[config.mk]
export PLATFORM = sky130hd
export DESIGN_NAME = crtg_front
export DESIGN_NICKNAME = d
export VERILOG_FILES = /design/src/rtl/core/crtg_pkg.sv /design/src/rtl/core/crtg_front.sv
export SDC_FILE = /design/constraint.sdc
export NUM_CORES = 1
export LEC_CHECK = 0
export BUFFER_PORTS_ARGS = -buffer_cell sky130_fd_sc_hd__buf_2
export CAP_MARGIN = 0
export CORE_AREA = 4 4 117 119
export DETAILED_ROUTE_END_ITERATION = 12
export DIE_AREA = 0 0 121 123
export GPL_ROUTABILITY_DRIVEN = 0
export SYNTH_ARGS = -nofsm -noshare
export SYNTH_HDL_FRONTEND = slang
export SYNTH_SLANG_ARGS = --single-unit
[constraint.sdc]
create_clock -name vclk -period 2.5
set_clock_uncertainty 0.1 [all_clocks]
set_input_delay 0.25 -clock vclk [all_inputs]
set_output_delay 0.25 -clock vclk [all_outputs]
set_load 0.005 [all_outputs]
[src/rtl/core/crtg_pkg.sv]
package crtg_pkg;

    localparam int NMOD = 5;

    typedef logic [30:0] t_resid;
    typedef logic [2:0]  t_sel;

    typedef struct packed {
        logic [30:0] res_e;
        logic [30:0] res_d;
        logic [30:0] res_c;
        logic [29:0] res_b;
        logic [29:0] res_a;
    } t_req;

    typedef struct packed {
        logic [63:0] value_word;
        logic [1:0]  word_index;
        logic        last;
    } t_rsp;

    typedef struct packed {
        logic   valid;
        t_resid a;
        t_resid b;
        t_resid c;
        t_sel   sel;
    } t_mm_req;

    typedef enum logic [2:0] {
        B_IDLE,
        B_ISSUE,
        B_WAIT,
        B_ACC,
        B_OUT
    } t_bstate;

    localparam t_resid MOD [NMOD] = '{
        31'd1073643521, 31'd1073692673, 31'd1073750017, 31'd1073815553, 31'd1073872897
    };

    localparam t_resid INV [NMOD] = '{
        31'd0, 31'd357919402, 31'd589973977, 31'd197295683, 31'd1004546623
    };

    // barrett factors, floor(2^62 / m)
    localparam logic [32:0] MU [NMOD] = '{
        33'((64'd1 << 62) / 64'd1073643521),
        33'((64'd1 << 62) / 64'd1073692673),
        33'((64'd1 << 62) / 64'd1073750017),
        33'((64'd1 << 62) / 64'd1073815553),
        33'((64'd1 << 62) / 64'd1073872897)
    };

    localparam logic [1:0] LAST_WORD = 2'd2;

endpackage

[src/rtl/core/crtg_front.sv]
module crtg_front
    import crtg_pkg::*;
(
    input  logic i_start,
    input  t_req i_req,
    input  logic i_full,
    output logic o_busy,
    output logic o_push,
    output t_req o_req
);

    logic [30:0] ra;
    logic [30:0] rb;

    // fold residues at or above the modulus
    always_comb begin
        ra = 31'(i_req.res_a);
        rb = 31'(i_req.res_b);
        o_req.res_a = (ra >= MOD[0]) ? 30'(ra - MOD[0]) : i_req.res_a;
        o_req.res_b = (rb >= MOD[1]) ? 30'(rb - MOD[1]) : i_req.res_b;
        o_req.res_c = (i_req.res_c >= MOD[2]) ? (i_req.res_c - MOD[2]) : i_req.res_c;
        o_req.res_d = (i_req.res_d >= MOD[3]) ? (i_req.res_d - MOD[3]) : i_req.res_d;
        o_req.res_e = (i_req.res_e >= MOD[4]) ? (i_req.res_e - MOD[4]) : i_req.res_e;
    end

    assign o_busy = i_full;
    assign o_push = i_start && !i_full;

endmodule

==> metrics <==
number of standard-cell rows in the floorplan 41; core outline area 12,600 um2; vias 5,698; Port Buffers 310; x dimension of the die 121 um; count of boundary I/O pins 310; fraction of layout instances using a drive strength above 1 63.3%; Peak Freq 0.344 GHz; worst setup slack after layout -0.404 ns; total chip power 995 uW; via density per instance 5.04; net count after synthesis 668; number of instances in the synthesized netlist 503; clock buffers 0; result of the run complete, but fails checks; drt drc 0; first-pass GRT wire length 26,200 um; post-synthesis cell area 3330 um2; critical path peak fanout 5; pwr/cell area 134 nW/um2; register area share after synthesis 0%; critical path launch point i_req[62]; ratio of final minimum period to clock period 116%; total leakage power 3.42 nW; final count of negative-setup-slack endpoints 84; type of the worst setup path in2out; initial cell density of the core 26.5%; commonest non-fill, non-tap cells in the layout sky130_fd_sc_hd__buf_2 (299), sky130_fd_sc_hd__buf_4 (122), sky130_fd_sc_hd__xor2_1 (62); number of hold-repair buffers added at the cts stage 0; Final Hold Viols 0; initial antenna violation count 2; net count of the finished layout 1,123; Warnings, synthesis 0; number of iterations in the first detailed-routing pass 4; worst endpoint required time 2.15 ns; final non-filler cell total 1,131; post-synth cell types 55; number of antenna-violating nets in the routed design 0; die height 123 um; Die Area 14,900 um2; total routing resource utilization after global routing 20.8%; vias in the first global route 5,456; placement-stage worst setup slack -0.494 ns; Max VDD drop 83.2 uV; post-detailed-placement cell area 6020 um2; setup repair after global routing missed its margin yes; max-capacitance violation count 0; Max transition margin 48.6%; post-route cell area 7440 um2; kind of start point of the critical path input pin; placed insts 1,096; HP Class in2out; pin count of the biggest net entering global routing 17; failing checks negative setup slack; min-delay src i_full; Worst-Margin Slew 0.766 ns; fraction of the core area covered by cells at the end of the flow 59.2%; minimum period implied by the final worst setup slack 2.90 ns; First DRT Iteration DRCs 265; worst-case hold slack 0.584 ns; synthesized area per cell 6.63 um2; remaining global-route overflow 0; accumulated negative setup slack -18.96 ns; placed wire-length estimate after detailed placement 13,700 um; FFs & Latches 0; Routed wire per std cell 16.1 um; critical path endpoint category output pin; data arrival time of the critical path 2.55 ns; Register Area 0 um2; leading cell type in the layout, fill and taps excluded sky130_fd_sc_hd__buf_2; Post-Route WL 18,200 um; signed area change from the synthesized netlist to the final layout 123%; number of slew-limit violations in the final report 0
==> area by class of cell <==
class | instances | area (um2)
diodes | 3 | 7.51
fillers | 1077 | 5130
multi-input cells | 478 | 4210
repair buffers | 464 | 2960
well taps | 172 | 215
inverters | 14 | 52.6
==> report_power, final <==
part,switching [mW],internal (mW),total [mW]
logic,0.494,0.501,0.995
clock network,0,0.000000161,0.000000161
registers,0,0,0
total,0.494,0.501,0.995
==> per-layer routing <==
layer | global-route usage, % | wire, um | up-vias
met3 | 3.43 | 1360 | 22
met4 | 3.19 | 205 | 2
li1 | - | - | 2770
met1 | 24.4 | 6850 | 2646
met2 | 40.3 | 9800 | 258
met5 | 0 | 13 | -
==> cells in the mapped netlist, types with 2 or more instances <==
cell type | instances | area share (%)
sky130_fd_sc_hd__ha_1 | 10 | 3.8
sky130_fd_sc_hd__nand4b_1 | 7 | 1.8
sky130_fd_sc_hd__buf_6 | 3 | 1.0
sky130_fd_sc_hd__a21oi_1 | 11 | 1.7
sky130_fd_sc_hd__a21boi_0 | 5 | 1.1
sky130_fd_sc_hd__or2_2 | 4 | 0.75
sky130_fd_sc_hd__inv_1 | 14 | 1.6
sky130_fd_sc_hd__nand4_1 | 17 | 3.2
sky130_fd_sc_hd__o21ai_1 | 2 | 0.30
sky130_fd_sc_hd__or3_2 | 2 | 0.45
sky130_fd_sc_hd__o31ai_1 | 3 | 0.68
sky130_fd_sc_hd__nor4_2 | 5 | 1.9
sky130_fd_sc_hd__nor3b_1 | 3 | 0.68
sky130_fd_sc_hd__xor2_1 | 62 | 16
sky130_fd_sc_hd__nor4_1 | 29 | 5.4
sky130_fd_sc_hd__o31ai_4 | 2 | 1.3
sky130_fd_sc_hd__a31oi_1 | 2 | 0.38
sky130_fd_sc_hd__buf_2 | 2 | 0.30
sky130_fd_sc_hd__o21a_1 | 6 | 1.4
sky130_fd_sc_hd__nor4b_1 | 5 | 1.3
sky130_fd_sc_hd__or4_4 | 2 | 0.68
sky130_fd_sc_hd__nor3_1 | 43 | 6.5
sky130_fd_sc_hd__o31ai_2 | 2 | 0.75
sky130_fd_sc_hd__nor2_1 | 47 | 5.3
sky130_fd_sc_hd__nand3b_1 | 4 | 0.90
sky130_fd_sc_hd__o21ai_0 | 18 | 2.7
sky130_fd_sc_hd__nor2b_1 | 24 | 4.5
sky130_fd_sc_hd__xnor2_1 | 48 | 13
sky130_fd_sc_hd__and2_1 | 9 | 1.7
sky130_fd_sc_hd__clkbuf_1 | 5 | 0.56
sky130_fd_sc_hd__or3_1 | 6 | 1.1
sky130_fd_sc_hd__nand2b_1 | 3 | 0.56
sky130_fd_sc_hd__nand2_1 | 40 | 4.5
sky130_fd_sc_hd__o311a_1 | 2 | 0.60
sky130_fd_sc_hd__or4_1 | 11 | 2.5
sky130_fd_sc_hd__nand3_1 | 26 | 3.9
==> path summary, 6_finish.rpt <==
path	slack, ns	cells past startpoint	to
worst max-delay path	-0.40	10	o_req[69]
worst min-delay path	0.58	2	o_busy
==> logic make-up (layout without fill, tap and decap cells) <==
kind of cell	count (synthesis)	in the layout	share of synthesized area [%]
and+or+nand+nor	293	293	49.2
buffers and inverters	25	478	3.68
other	0	3	0
AOI/OAI and AO/OA	65	65	14.4
adders and majority gates	10	10	3.75
xor gates and xnor gates	110	110	28.9
==> worst max-delay path: stages <==
cell                      delay, ns
sky130_fd_sc_hd__buf_6         0.10
sky130_fd_sc_hd__or4_4         0.53
sky130_fd_sc_hd__or4_4         0.49
sky130_fd_sc_hd__o31ai_4       0.25
sky130_fd_sc_hd__o31ai_4       0.13
sky130_fd_sc_hd__buf_4         0.15
sky130_fd_sc_hd__buf_6         0.13
sky130_fd_sc_hd__nor4_4        0.15
sky130_fd_sc_hd__xor2_1        0.21
sky130_fd_sc_hd__buf_2         0.15
==> what timing repair did <==
action / CTS / global route
gates resized for setup: 108 / 115
gates cloned: 5 / 0
endpoints found under the setup margin: 100 / 114
setup buffers: 13 / 21
pin swaps: 57 / 74
No activity file was read; power rests on OpenSTA's default activity.
