## src/rtl/core/crtg_pkg.sv

```systemverilog
package crtg_pkg;

    localparam int NMOD = 5;

    typedef logic [30:0] t_resid;
    typedef logic [2:0]  t_sel;

    typedef struct packed {
        logic [30:0] res_e;
        logic [30:0] res_d;
        logic [30:0] res_c;
        logic [29:0] res_b;
        logic [29:0] res_a;
    } t_req;

    typedef struct packed {
        logic [63:0] value_word;
        logic [1:0]  word_index;
        logic        last;
    } t_rsp;

    typedef struct packed {
        logic   valid;
        t_resid a;
        t_resid b;
        t_resid c;
        t_sel   sel;
    } t_mm_req;

    typedef enum logic [2:0] {
        B_IDLE,
        B_ISSUE,
        B_WAIT,
        B_ACC,
        B_OUT
    } t_bstate;

    localparam t_resid MOD [NMOD] = '{
        31'd1073643521, 31'd1073692673, 31'd1073750017, 31'd1073815553, 31'd1073872897
    };

    localparam t_resid INV [NMOD] = '{
        31'd0, 31'd357919402, 31'd589973977, 31'd197295683, 31'd1004546623
    };

    // barrett factors, floor(2^62 / m)
    localparam logic [32:0] MU [NMOD] = '{
        33'((64'd1 << 62) / 64'd1073643521),
        33'((64'd1 << 62) / 64'd1073692673),
        33'((64'd1 << 62) / 64'd1073750017),
        33'((64'd1 << 62) / 64'd1073815553),
        33'((64'd1 << 62) / 64'd1073872897)
    };

    localparam logic [1:0] LAST_WORD = 2'd2;

endpackage

```

## src/rtl/core/crtg_queue.sv

```systemverilog
module crtg_queue
    import crtg_pkg::*;
(
    input  logic i_clk,
    input  logic i_rst_n,
    input  logic i_push,
    input  t_req i_data,
    input  logic i_pop,
    output logic o_full,
    output logic o_valid,
    output t_req o_head
);

    t_req       r_ent [2];
    logic       r_wp;
    logic       r_rp;
    logic [1:0] r_cnt;
    logic [1:0] n_cnt;

    assign o_full  = (r_cnt == 2'd2);
    assign o_valid = (r_cnt != 2'd0);
    assign o_head  = r_ent[r_rp];

    always_comb begin
        n_cnt = r_cnt + 2'(i_push) - 2'(i_pop);
    end

    always_ff @(posedge i_clk) begin
        if (!i_rst_n) begin
            r_wp  <= 1'b0;
            r_rp  <= 1'b0;
            r_cnt <= 2'd0;
        end else begin
            r_cnt <= n_cnt;
            if (i_push) begin
                r_wp <= !r_wp;
            end
            if (i_pop) begin
                r_rp <= !r_rp;
            end
        end
    end

    always_ff @(posedge i_clk) begin
        if (i_push) begin
            r_ent[r_wp] <= i_data;
        end
    end

endmodule

```

## config.mk

```make
export PLATFORM = sky130hd
export DESIGN_NAME = crtg_queue
export DESIGN_NICKNAME = d
export VERILOG_FILES = /design/src/rtl/core/crtg_pkg.sv /design/src/rtl/core/crtg_queue.sv
export SDC_FILE = /design/constraint.sdc
export NUM_CORES = 1
export LEC_CHECK = 0
export BUFFER_PORTS_ARGS = -buffer_cell sky130_fd_sc_hd__buf_2
export CAP_MARGIN = 0
export CORE_MARGIN = 8
export CORE_UTILIZATION = 52
export CTS_CLUSTER_DIAMETER = 50
export CTS_CLUSTER_SIZE = 20
export DETAILED_ROUTE_END_ITERATION = 6
export PLACE_DENSITY = 0.87
export SLEW_MARGIN = 15
export SYNTH_ARGS = -nofsm -noshare
export SYNTH_HDL_FRONTEND = slang
export SYNTH_SLANG_ARGS = --single-unit
```

## constraint.sdc

```tcl
create_clock -name i_clk -period 10.6 [get_ports i_clk]
set_clock_uncertainty 0.2 [all_clocks]
set_input_delay 0.53 -clock i_clk [delete_from_list [all_inputs] [get_ports i_clk]]
set_output_delay 0.53 -clock i_clk [all_outputs]
set_load 0.05 [all_outputs]
```

==> flow_summary.ini, run 1 <==
[place]
routabilityCongestion = 0.727
place_ws_ns = 7.66
io_buffers = 311
dp_hpwl_um = 16400

[sta]
timing.setup.tns_ns = 0
period_minus_slack_ns = 3.54
fin_crit_sh_pct = 33.4
layout_setup_ws_ns = 7.06
finalSetupViolCount = 0
timing.slew.headroom_pct = 23.8
drv_slew = 0
hold_violations = 0
worst_pin_slew_ns = 1.14
fmax_ghz = 0.283
whs_ns = 0.0371
rsz0062_at_grt = no

[route]
vias = 6548
drt_iter0_drc = 476
drt_wl_total_um = 27900
drc = 0
dr.pass1.iters = 5
postRouteAntennaNets = 0
viasPerCell = 5.08
wl_per_cell_um = 21.6

[clock_tree]
clockBufferDepth = 3
cts_setup_buffers = 0
numCtsBuffers = 30
clkSinkCount = 311
cts_tree = yes
clock_latency_ns = 0.55
cts.clk_slew.worst_paths_ns = 0.08
ctsRootBufferMaster = clkbuf_16
cts_resized = 0
cts_max_level = 1

[setup_path]
ff2ff_setup_slack_ns = 8.16
cp_num_buf_inv = 2
cp_top_family = buffers and inverters
slowest_stage = buf_4
cp_slowest_stage_delay_ns = 0.88
cp.required_ns = 9.87
cp-endpoint = o_head[1]
cp.depth = 3
crit_fanout = 67
crit_path_start_kind = flip-flop
cp.arrival_ns = 2.81
reg2reg_from = r_wp
cp-end-kind = output pin
timing.rr.end = r_ent[0][97]
path_cells = buf_4 > mux2_2 > buf_2
reg2reg_depth = 2
crit_type = reg2out

[layout]
final_common_cell = buf_2
final_cell_mix = buf_2 (311), edfxtp_1 (306), dlygate4sd3_1 (152), mux2_2 (83), mux2_4 (70)
fillers = 1201
nNetsFinal = 1140
drive_above_1_share_pct = 52.6
syn_to_final_growth_pct = 38.2

[die]
die_h_um = 165
start_util_pct = 52.9
coreArea_um2 = 21800
ioPinCount = 312
row_count = 54
fp.dieW_um = 165
dieArea_um2 = 27200

[synthesis]
synth_fa_ha_area_share_pct = 0.217
ys_warn_count = 0
synth_xor_area_share_pct = 0.271
syn-cell-area_um2 = 11500
synth_compound_area_share_pct = 0.0650
ys_ff_latch = 311
netlist_instances = 497
ys_types = 14
synth_fp_nets = 656
synth.area.mux_share_pct = 17.2
syn_area_per_cell_um2 = 23.2
seq_area_frac_synth_pct = 80.5
synth_top_family_by_area = multiplexers
synthSimpleGateAreaFrac_pct = 0.488

[global_routing]
grt_pass1_wl_um = 40600
grt_pass1_vias = 7196
grt_max_degree = 75
grtUsageTotal_pct = 19.6
overflow = 0
antenna_found_initial = 3

[power]
peakVddDrop_uv = 169
p_leak_nw = 6.23
powerDensity_nw_per_um2 = 194

[flow_run]
maxCapViolations = 0

[outcome]
status = finished, final reports clean

[hold_path]
hp-class = in2reg
hold_depth = 1
[synth_stat cells (all sizes together)]
cell	count	area share (%)
and2	4	0.22
xnor3	1	0.20
dfxtp	5	0.87
xor2	1	0.076
edfxtp	306	80
o21a	1	0.065
inv	2	0.065
nor2b	4	0.22
or2	1	0.054
mux2	153	17
ha	2	0.22
buf	17	1.2
[timing repair]
item	4_1_cts	5_1_grt
hold buffers	152	0
hold endpoints to repair	304	0
setup endpoints to repair	0	0
[metal layers]
layer / routed length, um / GRT usage (%) / share of wire [%] / vias up
met3: 2240 / 4.49 / 8.0 / 56
met2: 14900 / 36.3 / 54 / 312
met4: 687 / 6.51 / 2.5 / 0
li1: - / - / - / 2951
met1: 10000 / 21.6 / 36 / 3229
met5: 0 / 0 / 0 / -
[cells by family after synthesis]
family | count (synthesis)
AOI/OAI and AO/OA | 1
xor gates and xnor gates | 2
adders and majority gates | 2
buffers and inverters | 19
DFF | 311
muxes | 153
and+or+nand+nor | 9
[layout make-up]
cell class              count  area [um2]  share of cell area [%]
well taps                 280         350                    2.20
inverters                   2        7.51                  0.0471
clock buffers              32         779                    4.89
clock inverters            24         269                    1.69
flip-flops and latches    311        9290                    58.3
multi-input cells         167        2120                    13.3
repair buffers            469        3120                    19.6
diodes                      4        10.0                  0.0628
[state kept, by name (all words and copies together) (netlist names), named ones only]
name	cells
r_ent	306
r_rp	1
r_cnt	2
r_wp	1
[worst min-delay path by stage]
stage | startpoint | to | slack, ns
CTS | i_data[121] | r_ent[1][121] | 0.01
floorplan | r_rp | flip-flop | 0.35
global route | i_data[121] | r_ent[0][121] | 0.01
global placement | r_rp | flip-flop | 0.37
detailed placement | r_rp | flip-flop | 0.40
finish | i_data[121] | r_ent[0][121] | 0.04
[through the flow]
step / cells / power [mW] / util [%] / area, um2
floorplan: 497 / 1.85 / - / 11500
global placement: 1077 / 1.95 / 61.3 / 13400
detailed placement: 1077 / 1.96 / 61.3 / 13400
CTS: 1285 / 3.10 / 73.0 / 15900
global route: 1288 / 3.18 / 73.1 / 15900
finish: 1289 / 3.09 / 73.1 / 15900
[power by group]
part	total [mW]	switching (mW)	internal (mW)	leakage [nW]
Sequential	1.45	0.0232	1.42	2.91
Combinational	0.542	0.356	0.185	2.80
Clock	1.10	0.495	0.609	0.514
[worst register-to-register path, stage by stage, from the launching register on]
cell     delay, ns
dfxtp_1       0.36
nor2b_4       0.52
buf_4         0.83
(Power assumes the default switching activity.)
==> run 2: changes to the inputs <==
--- a/config.mk
+++ b/config.mk
@@ -8,11 +8,11 @@
 export BUFFER_PORTS_ARGS = -buffer_cell sky130_fd_sc_hd__buf_2
 export CAP_MARGIN = 0
 export CORE_MARGIN = 8
-export CORE_UTILIZATION = 52
+export CORE_UTILIZATION = 47
 export CTS_CLUSTER_DIAMETER = 50
 export CTS_CLUSTER_SIZE = 20
 export DETAILED_ROUTE_END_ITERATION = 6
-export PLACE_DENSITY = 0.87
+export PLACE_DENSITY = 0.84
 export SLEW_MARGIN = 15
 export SYNTH_ARGS = -nofsm -noshare
 export SYNTH_HDL_FRONTEND = slang
==> constraint.sdc (replaced) <==
create_clock -name i_clk -period 3.11 [get_ports i_clk]
set_clock_uncertainty 0.2 [all_clocks]
set_input_delay 0.1555 -clock i_clk [delete_from_list [all_inputs] [get_ports i_clk]]
set_output_delay 0.1555 -clock i_clk [all_outputs]
set_load 0.05 [all_outputs]
==> flow_summary.ini, run 2 (synthesized netlist as in run 1, its figures left out) <==
[route]
postRouteAntennaNets = 0
dr.pass1.iters = 4
drt_wl_total_um = 27400
viasPerCell = 4.92
topRoutingLayerUsed = met4
wl_met1_um = 10100
vias = 6554
wl_met3_um = 1890
wl_per_cell_um = 20.6
wl_met2_um = 14700
drt_iter0_drc = 368
drc = 0

[setup_path]
cp.required_ns = 2.75
cp-end-kind = output pin
crit_path_start_kind = flip-flop
path_cells = buf_12 > mux2_2 > buf_2
cp_top_family = buffers and inverters
crit_fanout = 78
slowest_stage = mux2_2
cp_slowest_stage_delay_ns = 0.41
cp.arrival_ns = 2.01
crit_type = reg2out
cp_num_buf_inv = 2

[layout]
postLayoutCellArea_um2 = 16100
top_register = r_ent
largest_register_ffs = 306
final_cell_mix = buf_2 (311), edfxtp_1 (306), dlygate4sd3_1 (157), mux2_2 (83), mux2_4 (70)
fillers = 1580
nNetsFinal = 1144
syn_to_final_growth_pct = 39.2
drive_above_1_share_pct = 51.9
final_common_cell = buf_2
top_regs = r_ent x306, r_cnt x2
n_antenna_cell = 0

[global_routing]
overflow = 0
grtUsageTotal_pct = 17.3
antenna_found_initial = 0
grt_max_degree = 81
grt_pass1_vias = 7359
grt_pass1_wl_um = 41300

[power]
peakVddDrop_uv = 445
p_leak_nw = 6.24
powerDensity_nw_per_um2 = 644

[sta]
layout_setup_ws_ns = 0.742
rsz0062_at_grt = no
whs_ns = 0.142
worst_pin_slew_ns = 0.563
finalSetupViolCount = 0
timing.slew.headroom_pct = 62.5
hold_violations = 0
fin_crit_sh_pct = 76.1
period_minus_slack_ns = 2.37
fmax_ghz = 0.422
drv_slew = 0

[place]
place_ws_ns = 1.26
io_buffers = 311
place_area_um2 = 13500
dp_hpwl_um = 16300
routabilityCongestion = 0.752

[die]
die_h_um = 173
ioPinCount = 312
row_count = 57
fp.dieW_um = 173
dieArea_um2 = 29800
start_util_pct = 47.6
coreArea_um2 = 24200

[clock_tree]
clock_latency_ns = 0.53
cts.clk_slew.worst_paths_ns = 0.08
clkSinkCount = 311
cts_tree = yes
cts_setup_buffers = 0
numCtsBuffers = 28
clockBufferDepth = 3
cts_max_level = 1
ctsRootBufferMaster = clkbuf_16

[outcome]
status = finished, final reports clean

[flow_run]
maxCapViolations = 0

[hold_path]
hp-class = in2reg
## run 2: per-stage QoR
stage / instances / TNS [ns] / power [mW] / util [%]
floorplan: 497 / -16.14 / 6.28 / -
global placement: 1122 / 0 / 6.65 / 55.7
detailed placement: 1122 / 0 / 6.69 / 55.7
CTS: 1331 / 0 / 10.4 / 66.3
global route: 1331 / 0 / 10.7 / 66.3
finish: 1331 / 0 / 10.3 / 66.3
## run 2: metal layers
layer / vias to the layer above / track usage [%]
met5: - / 0
met4: 0 / 5.17
met3: 52 / 4.70
met2: 269 / 32.7
met1: 3280 / 18.4
li1: 2953 / -
## run 2: layout make-up
type                       instances  area, um2  share of cell area [%]
clock inverter                    16        205                    1.28
timing repair buffer             475       3260                    20.3
multi-input combinational        167       2120                    13.2
tap                              324        405                    2.52
sequential                       311       9290                    57.9
inverter                           2       7.51                  0.0467
clock buffer                      36        782                    4.87
## run 2: path summary, 6_finish.rpt
path                   start           end  slack [ns]  depth (start not counted)
hold / removal    i_data[80]  r_ent[1][80]        0.14                          2
hold reg to reg         r_rp          r_rp        0.38                          2
setup reg to reg        r_wp  r_ent[1][67]        1.25                          2
setup / recovery   flip-flop    o_head[42]        0.74                          3
## run 2: timing repair
action / in CTS / in global routing
hold buffers: 157 / 0
gates resized for setup: 0 / 0
endpoints found under the hold margin: 311 / 0
## run 2: where the power goes
group          internal [mW]  switching, mW  leakage [nW]  total, mW
clock                   2.01           1.56         0.474       3.57
combinational          0.646           1.22          2.85       1.87
sequential              4.85         0.0623          2.91       4.91
